### config.mk
export PLATFORM = sky130hd
export DESIGN_NAME = cascade_pid_position_velocity
export DESIGN_NICKNAME = d
export VERILOG_FILES = /design/src/rtl/core/cpv_pkg.sv /design/src/rtl/core/cpv_ctrl.sv /design/src/rtl/core/cpv_dp.sv /design/src/rtl/core/cascade_pid_position_velocity.sv
export SDC_FILE = /design/constraint.sdc
export NUM_CORES = 2
export LEC_CHECK = 0
export BUFFER_PORTS_ARGS = -buffer_cell sky130_fd_sc_hd__buf_2
export CAP_MARGIN = 20
export CORE_ASPECT_RATIO = 0.75
export CORE_MARGIN = 4
export CORE_UTILIZATION = 37
export CTS_CLUSTER_SIZE = 8
export DETAILED_ROUTE_END_ITERATION = 10
export GPL_TIMING_DRIVEN = 0
export SLEW_MARGIN = 20
export SYNTH_ARGS = -nofsm -noshare
export SYNTH_HDL_FRONTEND = slang
export SYNTH_SLANG_ARGS = --single-unit
### constraint.sdc
create_clock -name clk -period 11.9 [get_ports clk]
set_clock_uncertainty 0.2 [all_clocks]
set_input_delay 2.38 -clock clk [delete_from_list [all_inputs] [get_ports clk]]
set_output_delay 2.38 -clock clk [all_outputs]
set_load 0.05 [all_outputs]
### src/rtl/core/cpv_pkg.sv
// ----------------------------------------------------------------------------
// cpv_pkg
// Shared types, constants and saturation helpers for the cascade PID block.
// ----------------------------------------------------------------------------
`default_nettype none

package cpv_pkg;

  localparam int DATA_W    = 32;
  localparam int LIM_W     = 31;
  localparam int CFG_IDX_W = 3;

  // register indexes on the configuration port
  localparam logic [CFG_IDX_W-1:0] REG_OUTER_KP  = 3'd0;
  localparam logic [CFG_IDX_W-1:0] REG_OUTER_KI  = 3'd1;
  localparam logic [CFG_IDX_W-1:0] REG_OUTER_KD  = 3'd2;
  localparam logic [CFG_IDX_W-1:0] REG_INNER_KP  = 3'd3;
  localparam logic [CFG_IDX_W-1:0] REG_INNER_KI  = 3'd4;
  localparam logic [CFG_IDX_W-1:0] REG_INNER_KD  = 3'd5;
  localparam logic [CFG_IDX_W-1:0] REG_OUTER_LIM = 3'd6;
  localparam logic [CFG_IDX_W-1:0] REG_INNER_LIM = 3'd7;

  // register reset values
  localparam logic signed [DATA_W-1:0] RST_OUTER_KP  = 32'sd65536;
  localparam logic signed [DATA_W-1:0] RST_OUTER_KI  = 32'sd0;
  localparam logic signed [DATA_W-1:0] RST_OUTER_KD  = 32'sd65536;
  localparam logic signed [DATA_W-1:0] RST_INNER_KP  = 32'sd6554;
  localparam logic signed [DATA_W-1:0] RST_INNER_KI  = 32'sd655;
  localparam logic signed [DATA_W-1:0] RST_INNER_KD  = 32'sd0;
  localparam logic [LIM_W-1:0]         RST_OUTER_LIM = 31'd786432;
  localparam logic [LIM_W-1:0]         RST_INNER_LIM = 31'd393216;

  // integral magnitude limits, one per stage
  localparam logic signed [DATA_W:0] OUTER_INT_LIMIT = 33'sd0;
  localparam logic signed [DATA_W:0] INNER_INT_LIMIT = 33'sd65536000;

  localparam logic signed [DATA_W-1:0] S32_MAX = 32'sh7fffffff;
  localparam logic signed [DATA_W-1:0] S32_MIN = 32'sh80000000;

  typedef struct packed {
    logic signed [DATA_W-1:0] position_target;
    logic signed [DATA_W-1:0] position_measured;
    logic signed [DATA_W-1:0] velocity_measured;
  } cpv_in_t;

  typedef struct packed {
    logic signed [DATA_W-1:0] velocity_setpoint;
    logic signed [DATA_W-1:0] drive_voltage;
  } cpv_out_t;

  typedef struct packed {
    logic signed [DATA_W-1:0] outer_kp;
    logic signed [DATA_W-1:0] outer_ki;
    logic signed [DATA_W-1:0] outer_kd;
    logic signed [DATA_W-1:0] inner_kp;
    logic signed [DATA_W-1:0] inner_ki;
    logic signed [DATA_W-1:0] inner_kd;
    logic [LIM_W-1:0]         outer_out_limit;
    logic [LIM_W-1:0]         inner_out_limit;
  } cpv_cfg_t;

  typedef enum logic [7:0] {
    ST_IDLE  = 8'b0000_0001,
    ST_ERR   = 8'b0000_0010,
    ST_MUL_P = 8'b0000_0100,
    ST_MUL_I = 8'b0000_1000,
    ST_MUL_D = 8'b0001_0000,
    ST_SUM   = 8'b0010_0000,
    ST_LIM   = 8'b0100_0000,
    ST_EMIT  = 8'b1000_0000
  } cpv_state_t;

  localparam logic STAGE_OUTER = 1'b0;
  localparam logic STAGE_INNER = 1'b1;

  typedef struct packed {
    logic load_in;
    logic stage;
    logic calc_err;
    logic mul_p;
    logic mul_i;
    logic mul_d;
    logic add_sum;
    logic clamp_out;
    logic load_out;
  } cpv_cmd_t;

  // saturate a 34-bit signed value to s32
  function automatic logic signed [DATA_W-1:0] sat34(input logic signed [DATA_W+1:0] x);
    logic signed [DATA_W-1:0] r;
    if (!x[DATA_W+1] && (|x[DATA_W:DATA_W-1]))
      r = S32_MAX;
    else if (x[DATA_W+1] && !(&x[DATA_W:DATA_W-1]))
      r = S32_MIN;
    else
      r = x[DATA_W-1:0];
    return r;
  endfunction

  // Q16.16 product: floor(p / 2^16) saturated to s32
  function automatic logic signed [DATA_W-1:0] q16(input logic signed [2*DATA_W-1:0] p);
    logic signed [DATA_W-1:0] r;
    if (!p[63] && (|p[62:47]))
      r = S32_MAX;
    else if (p[63] && !(&p[62:47]))
      r = S32_MIN;
    else
      r = p[47:16];
    return r;
  endfunction

endpackage

`default_nettype wire

### src/rtl/core/cpv_ctrl.sv
// ----------------------------------------------------------------------------
// cpv_ctrl
// Sequencer: steps both PID stages through the shared datapath and owns the
// input/output handshakes.
// ----------------------------------------------------------------------------
`default_nettype none

module cpv_ctrl
  import cpv_pkg::*;
(
  input  wire logic clk,
  input  wire logic rst_n,
  input  wire logic in_valid,
  output logic      in_stall,
  output logic      out_valid,
  input  wire logic out_stall,
  output cpv_cmd_t  cmd
);

  cpv_state_t state_r, state_nxt;
  logic       stage_r, stage_nxt;
  logic       out_valid_r, out_valid_nxt;
  logic       emit_go;

  assign in_stall  = (state_r != ST_IDLE);
  assign out_valid = out_valid_r;
  assign emit_go   = (state_r == ST_EMIT) && (!out_valid_r || !out_stall);

  always_comb begin
    state_nxt = state_r;
    stage_nxt = stage_r;
    case (state_r)
      ST_IDLE: begin
        if (in_valid) begin
          state_nxt = ST_ERR;
          stage_nxt = STAGE_OUTER;
        end
      end
      ST_ERR:   state_nxt = ST_MUL_P;
      ST_MUL_P: state_nxt = ST_MUL_I;
      ST_MUL_I: state_nxt = ST_MUL_D;
      ST_MUL_D: state_nxt = ST_SUM;
      ST_SUM:   state_nxt = ST_LIM;
      ST_LIM: begin
        if (stage_r == STAGE_OUTER) begin
          state_nxt = ST_ERR;
          stage_nxt = STAGE_INNER;
        end else begin
          state_nxt = ST_EMIT;
        end
      end
      ST_EMIT: begin
        if (emit_go) state_nxt = ST_IDLE;
      end
      default: state_nxt = ST_IDLE;
    endcase
  end

  always_comb begin
    out_valid_nxt = out_valid_r;
    if (out_valid_r && !out_stall) out_valid_nxt = 1'b0;
    if (emit_go) out_valid_nxt = 1'b1;
  end

  always_comb begin
    cmd.load_in   = (state_r == ST_IDLE) && in_valid;
    cmd.stage     = stage_r;
    cmd.calc_err  = (state_r == ST_ERR);
    cmd.mul_p     = (state_r == ST_MUL_P);
    cmd.mul_i     = (state_r == ST_MUL_I);
    cmd.mul_d     = (state_r == ST_MUL_D);
    cmd.add_sum   = (state_r == ST_SUM);
    cmd.clamp_out = (state_r == ST_LIM);
    cmd.load_out  = emit_go;
  end

  always_ff @(posedge clk) begin
    if (!rst_n) begin
      state_r     <= ST_IDLE;
      stage_r     <= STAGE_OUTER;
      out_valid_r <= 1'b0;
    end else begin
      state_r     <= state_nxt;
      stage_r     <= stage_nxt;
      out_valid_r <= out_valid_nxt;
    end
  end

endmodule

`default_nettype wire

### src/rtl/core/cpv_dp.sv
// ----------------------------------------------------------------------------
// cpv_dp
// Datapath: one shared 32x32 multiplier with registered product, error and
// sum adders, saturation and clamps, and the per-stage PID state.
// ----------------------------------------------------------------------------
`default_nettype none

module cpv_dp
  import cpv_pkg::*;
(
  input  wire logic     clk,
  input  wire logic     rst_n,
  input  wire cpv_cmd_t cmd,
  input  wire cpv_in_t  in_data,
  input  wire cpv_cfg_t cfg,
  output cpv_out_t      out_data
);

  // latched input item
  logic signed [DATA_W-1:0] tgt_r, pos_r, vel_r;
  // per-stage state
  logic signed [DATA_W-1:0] outer_prev_r, outer_integ_r, inner_prev_r, inner_integ_r;
  // working registers
  logic signed [DATA_W-1:0]   err_r, diff_r, p_r, vset_r, volt_r;
  logic signed [2*DATA_W-1:0] prod_r;
  logic signed [DATA_W+1:0]   sum_r;
  cpv_out_t                   out_r;

  // stage selection
  logic signed [DATA_W-1:0] ref_s, fdb_s, prev_s, integ_s, kp_s, ki_s, kd_s;
  logic signed [DATA_W:0]   int_lim_s, out_lim_s;
  logic signed [DATA_W-1:0] gain_s, opnd_s, q_s, err_s, diff_s, sat_s, res_s, integ_new;
  logic signed [DATA_W:0]   isum;

  always_comb begin
    if (cmd.stage == STAGE_INNER) begin
      ref_s     = vset_r;
      fdb_s     = vel_r;
      prev_s    = inner_prev_r;
      integ_s   = inner_integ_r;
      kp_s      = cfg.inner_kp;
      ki_s      = cfg.inner_ki;
      kd_s      = cfg.inner_kd;
      int_lim_s = INNER_INT_LIMIT;
      out_lim_s = {2'b00, cfg.inner_out_limit};
    end else begin
      ref_s     = tgt_r;
      fdb_s     = pos_r;
      prev_s    = outer_prev_r;
      integ_s   = outer_integ_r;
      kp_s      = cfg.outer_kp;
      ki_s      = cfg.outer_ki;
      kd_s      = cfg.outer_kd;
      int_lim_s = OUTER_INT_LIMIT;
      out_lim_s = {2'b00, cfg.outer_out_limit};
    end
  end

  assign err_s  = sat34({{2{ref_s[DATA_W-1]}}, ref_s} - {{2{fdb_s[DATA_W-1]}}, fdb_s});
  assign diff_s = sat34({{2{err_r[DATA_W-1]}}, err_r} - {{2{prev_s[DATA_W-1]}}, prev_s});

  // multiplier operand select
  always_comb begin
    if (cmd.mul_d) begin
      gain_s = kd_s;
      opnd_s = diff_r;
    end else if (cmd.mul_i) begin
      gain_s = ki_s;
      opnd_s = err_r;
    end else begin
      gain_s = kp_s;
      opnd_s = err_r;
    end
  end

  assign q_s = q16(prod_r);

  // integral update with magnitude clamp
  always_comb begin
    isum = {integ_s[DATA_W-1], integ_s} + {q_s[DATA_W-1], q_s};
    if (isum > int_lim_s)
      integ_new = int_lim_s[DATA_W-1:0];
    else if (isum < -int_lim_s)
      integ_new = DATA_W'(-int_lim_s);
    else
      integ_new = isum[DATA_W-1:0];
  end

  // saturated sum, then output clamp
  always_comb begin
    sat_s = sat34(sum_r);
    if ($signed({sat_s[DATA_W-1], sat_s}) > out_lim_s)
      res_s = out_lim_s[DATA_W-1:0];
    else if ($signed({sat_s[DATA_W-1], sat_s}) < -out_lim_s)
      res_s = DATA_W'(-out_lim_s);
    else
      res_s = sat_s;
  end

  // payload registers
  always_ff @(posedge clk) begin
    if (cmd.load_in) begin
      tgt_r <= in_data.position_target;
      pos_r <= in_data.position_measured;
      vel_r <= in_data.velocity_measured;
    end
    if (cmd.calc_err) err_r <= err_s;
    if (cmd.mul_p) diff_r <= diff_s;
    if (cmd.mul_p || cmd.mul_i || cmd.mul_d)
      prod_r <= (2*DATA_W)'(gain_s) * (2*DATA_W)'(opnd_s);
    if (cmd.mul_i) p_r <= q_s;
    if (cmd.add_sum)
      sum_r <= {{2{p_r[DATA_W-1]}}, p_r} + {{2{integ_s[DATA_W-1]}}, integ_s}
             + {{2{q_s[DATA_W-1]}}, q_s};
    if (cmd.clamp_out) begin
      if (cmd.stage == STAGE_INNER) volt_r <= res_s;
      else                          vset_r <= res_s;
    end
    if (cmd.load_out) begin
      out_r.velocity_setpoint <= vset_r;
      out_r.drive_voltage     <= volt_r;
    end
  end

  // PID history, cleared by reset
  always_ff @(posedge clk) begin
    if (!rst_n) begin
      outer_prev_r  <= '0;
      outer_integ_r <= '0;
      inner_prev_r  <= '0;
      inner_integ_r <= '0;
    end else if (cmd.mul_d) begin
      if (cmd.stage == STAGE_INNER) begin
        inner_prev_r  <= err_r;
        inner_integ_r <= integ_new;
      end else begin
        outer_prev_r  <= err_r;
        outer_integ_r <= integ_new;
      end
    end
  end

  assign out_data = out_r;

endmodule

`default_nettype wire

### src/rtl/core/cascade_pid_position_velocity.sv
// ----------------------------------------------------------------------------
// cascade_pid_position_velocity
// Position loop feeding a velocity loop, two positional PID stages in Q16.16.
//
// Input channel (in_valid/in_stall/in_data) carries one control tick:
// target position, measured position and measured velocity. Result channel
// (out_valid/out_stall/out_data) returns the velocity setpoint and drive
// voltage for that tick. Gains and output limits are written on the cfg_
// port (cfg_we, cfg_index, cfg_data); the user must write them only while
// the block is idle, which the block itself does not enforce. Each stage
// steps through six states, three of them on the single shared 32x32
// multiplier, and the stages run back to back. The finished result sits
// in an output register; only then is the next item taken, while it waits.
// If the receiver still stalls when the next result is ready, the sequencer
// holds it until the output register is free.
// Reset clears the integrators and previous errors, loads default gains and
// limits, and leaves both channels idle.
// ----------------------------------------------------------------------------
`default_nettype none

module cascade_pid_position_velocity
  import cpv_pkg::*;
(
  input  wire logic                 clk,
  input  wire logic                 rst_n,
  input  wire logic                 in_valid,
  output logic                      in_stall,
  input  wire cpv_in_t              in_data,
  output logic                      out_valid,
  input  wire logic                 out_stall,
  output cpv_out_t                  out_data,
  input  wire logic                 cfg_we,
  input  wire logic [CFG_IDX_W-1:0] cfg_index,
  input  wire logic [DATA_W-1:0]    cfg_data
);

  cpv_cfg_t cfg_r, cfg_nxt;
  cpv_cmd_t cmd;

  always_comb begin
    cfg_nxt = cfg_r;
    if (cfg_we) begin
      case (cfg_index)
        REG_OUTER_KP:  cfg_nxt.outer_kp        = cfg_data;
        REG_OUTER_KI:  cfg_nxt.outer_ki        = cfg_data;
        REG_OUTER_KD:  cfg_nxt.outer_kd        = cfg_data;
        REG_INNER_KP:  cfg_nxt.inner_kp        = cfg_data;
        REG_INNER_KI:  cfg_nxt.inner_ki        = cfg_data;
        REG_INNER_KD:  cfg_nxt.inner_kd        = cfg_data;
        REG_OUTER_LIM: cfg_nxt.outer_out_limit = cfg_data[LIM_W-1:0];
        REG_INNER_LIM: cfg_nxt.inner_out_limit = cfg_data[LIM_W-1:0];
        default:       cfg_nxt = cfg_r;
      endcase
    end
  end

  always_ff @(posedge clk) begin
    if (!rst_n) begin
      cfg_r.outer_kp        <= RST_OUTER_KP;
      cfg_r.outer_ki        <= RST_OUTER_KI;
      cfg_r.outer_kd        <= RST_OUTER_KD;
      cfg_r.inner_kp        <= RST_INNER_KP;
      cfg_r.inner_ki        <= RST_INNER_KI;
      cfg_r.inner_kd        <= RST_INNER_KD;
      cfg_r.outer_out_limit <= RST_OUTER_LIM;
      cfg_r.inner_out_limit <= RST_INNER_LIM;
    end else begin
      cfg_r <= cfg_nxt;
    end
  end

  cpv_ctrl u_ctrl (
    .clk       (clk),
    .rst_n     (rst_n),
    .in_valid  (in_valid),
    .in_stall  (in_stall),
    .out_valid (out_valid),
    .out_stall (out_stall),
    .cmd       (cmd)
  );

  cpv_dp u_dp (
    .clk      (clk),
    .rst_n    (rst_n),
    .cmd      (cmd),
    .in_data  (in_data),
    .cfg      (cfg_r),
    .out_data (out_data)
  );

  // a transfer in starts the sequence, so the input side is busy next cycle
  a_accept_busy: assert property (@(posedge clk) disable iff (!rst_n)
    (in_valid && !in_stall) |=> in_stall)
    else $error("input taken but sequencer did not start");

  // delivered results respect the configured magnitude limits
  a_vset_limit: assert property (@(posedge clk) disable iff (!rst_n)
    out_valid |->
      ($signed({out_data.velocity_setpoint[DATA_W-1], out_data.velocity_setpoint})
         <= $signed({2'b00, cfg_r.outer_out_limit})) &&
      ($signed({out_data.velocity_setpoint[DATA_W-1], out_data.velocity_setpoint})
         >= -$signed({2'b00, cfg_r.outer_out_limit})))
    else $error("velocity setpoint outside its limit");

  a_volt_limit: assert property (@(posedge clk) disable iff (!rst_n)
    out_valid |->
      ($signed({out_data.drive_voltage[DATA_W-1], out_data.drive_voltage})
         <= $signed({2'b00, cfg_r.inner_out_limit})) &&
      ($signed({out_data.drive_voltage[DATA_W-1], out_data.drive_voltage})
         >= -$signed({2'b00, cfg_r.inner_out_limit})))
    else $error("drive voltage outside its limit");

endmodule

`default_nettype wire
==> run summary <==
Status - completed
Total Nets Final - 9878
Ratio of cells with drive above 1 in the final layout - 8.92%
Commonest cells post-synth - nand2_1 (1408), fa_1 (1117), inv_1 (1100)
Iter 0 DRT Violations - 7419
Vias per inst - 5.54
CP max FO - 10
Area contributors post-synth - fa_1 (30%), edfxtp_1 (16%), dfxtp_1 (10%), nand2_1 (7.0%), ha_1 (6.4%)
H-tree Lvls - 3
Post-Syn Area - 0.0757 mm2
Post-route ant nets - 0
Final core utilization - 41.7%
Least-Margin Pin Slew - 1230 ps
Largest net degree at the start of global routing - 73
Register area share after synthesis - 26.3%
Critical path type - flip-flop to flip-flop
Cells after synthesis - 7920
Ys flop type - edfxtp_1
Largest delay share family, worst path - adder cells
WL final - 303000 um
DR DRC count - 0
Vias in the first global route - 60000
Die ar. - 0.212 mm2
VDD IR max - 128 uV
Cts bufs inserted - 111
Worst EP arrival - 12000 ps
Max cap viols - 0
Root Driver - clkbuf_16
Startpoint Class - flip-flop
Register area - 0.0199 mm2
CORE AREA - 0.203 mm2
Max_slew headroom - 18.1%
Initial antenna violation count - 25
Post-route cell area - 0.0847 mm2
Flops & latches, synth - 794
WP data required - 12170 ps
Syn_nets - 9560
Final Max Slew Viols - 0
Post-synth EDFFs - 402
Die Y - 400 um
Placer Congestion - 1.04
Most frequent cell after synthesis - nand2_1
Congestion Overflow GR - 0
DP Wirelength - 251000 um
Routed len/inst - 27.6 um
Die width - 530 um
Layout area overhead - 11.8%
Final worst setup slack - 171 ps
Pwr Total - 11200 uW
DR vias - 60900
Row count - 143
Pwr/cell area - 132 mW/mm2
Hold slack - 205 ps
Sinks on Clock Net - 794
Tcrit/Tclk final - 98.6%
IO buf count - 167
Drt first pass iters - 6
Fin. Hold Viols - 0
Synth top area share - 29.5%
Worst stage delay on the critical path - 640 ps
Initial Util - 37.3%
Area of placed instances - 0.0807 mm2
Post-layout minimum cycle time - 11730 ps
Synth cell types - 85
Dpl ws - -1680 ps
Multi-input gate area - 0.0508 mm2
Most numerous cell on the critical path - fa_1
Synth area leader - fa_1
Max clock buf depth - 3
GRT Util Overall - 28.6%
Hold crit path type - flip-flop to flip-flop
F_max - 0.0853 GHz
Avg Inst Size Synth - 9.56 um2
Async S/R FF share, synth - 0%
Final setup viols - 0
CTS Hold Buffers Added - 0
CTS tree - done
Setup crit end kind - flip-flop
IO Pins - 202
RSZ-0062 raised after global routing - false
Leak pwr - 0.0363 uW
Critical path buffers and inverters - 8
Clk_lat worst skew - 770 ps
Synth warnings - 0
Layout fillers - 19800
First-pass GRT wire length - 435000 um
Reg clk slew, reported paths - 50 ps
CP max stage cell - fa_1
-- sequential cells by signal, indices dropped and copies added (netlist names) --
name	flops
u_dp.sum_r	34
u_ctrl.stage_r	1
u_dp.out_data	64
u_dp.vset_r	32
u_dp.inner_prev_r	32
u_dp.prod_r	48
u_dp.vel_r	32
u_dp.tgt_r	32
u_dp.volt_r	32
u_ctrl.out_valid	1
u_dp.outer_integ_r	32
u_dp.p_r	32
u_dp.diff_r	32
u_ctrl.state_r	8
u_dp.err_r	32
cfg_r	254
u_dp.inner_integ_r	32
u_dp.pos_r	32
u_dp.outer_prev_r	32
-- layout by cell type (no fill, tap or decap), drive strengths merged, types with 59 or more instances in the layout --
master / instances
mux2i: 173
xor2: 59
edfxtp: 402
dfxtp: 392
a21oi: 227
o21ai: 199
mux2: 71
nand2: 1408
a21o: 118
fa: 1117
clkbuf: 502
ha: 387
xnor2: 136
o21a: 71
a21boi: 306
buf: 255
nor2: 737
inv: 1100
nand3: 74
-- worst reg2reg max path: cells and delay by family (launching register included) --
family                   cells  cell delay [ps]
AO/OA/AOI/OAI                8             2200
buffers and inverters        8             2510
AND/OR/NAND/NOR              4              960
XOR/XNOR                     1              120
flip-flops                   1              470
adder cells (fa/ha/maj)      9             4580
multiplexers                 1              400
-- cell type report --
class / count / area share, %
diodes: 20 / 0.0591
plain buffers: 382 / 2.09
clock buffers: 169 / 3.54
clock inverters: 9 / 0.228
inverters: 1102 / 4.90
multi-input cells: 5638 / 60.0
flip-flops and latches: 794 / 23.5
well taps: 2682 / 3.96
repair buffers: 209 / 1.71
-- timing repair --
action / in CTS / in global routing
setup endpoints to repair: 33 / 18
setup buffers: 4 / 8
pin swaps: 4 / 6
gates resized for setup: 169 / 122
hold endpoints to repair: 0 / 0
-- final timing paths --
check	cells past startpoint	endpoint	start	slack (ps)
setup reg to reg	31	u_dp.prod_r[62]$_DFFE_PP_	u_ctrl.stage_r$_SDFFE_PN0P_	170
hold reg to reg	0	u_dp.out_data[17]$_DFFE_PP_	u_dp.volt_r[17]$_DFFE_PP_	210
setup / recovery	31	u_dp.prod_r[62]$_DFFE_PP_	u_ctrl.stage_r$_SDFFE_PN0P_	170
hold / removal	0	u_dp.out_data[17]$_DFFE_PP_	u_dp.volt_r[17]$_DFFE_PP_	210
-- metal layers --
metal | vias to the layer above | share of wire [%] | track usage, %
met1 | 31000 | 44 | 42.4
met4 | 12 | 2.8 | 6.83
li1 | 26000 | - | -
met3 | 486 | 14 | 10.7
met2 | 3484 | 39 | 38.9
met5 | - | 0.094 | 0.276
-- report_power, final --
| part | internal, uW | leakage, uW | total (uW) | switching [uW] |
|---|---|---|---|---|
| clock | 1720 | 0.00151 | 2980 | 1260 |
| combinational | 1740 | 0.0279 | 4940 | 3190 |
| sequential | 3200 | 0.00683 | 3300 | 103 |
| total | 6660 | 0.0363 | 11200 | 4560 |
-- stage by stage --
stage | TNS (ps) | std cells
floorplan | 0 | 7920
global placement | -56160 | 10800
detailed placement | -32320 | 10800
CTS | 0 | 11000
global route | 0 | 11000
finish | 0 | 11000
-- cell families (layout without fill, tap and decap cells) --
family                     count (synthesis)  in the layout  share of synthesized area, %
muxes                                    274            274                          4.23
DFF                                      794            794                          26.3
buffers and inverters                   1488           1871                          7.49
AOI/OAI and AO/OA                       1130           1130                          9.95
adders and majority gates               1516           1516                          36.1
xor gates and xnor gates                 195            195                          2.26
other                                      0             20                             0
and+or+nand+nor                         2523           2523                          13.7
Power figures use the tool's default switching activity.
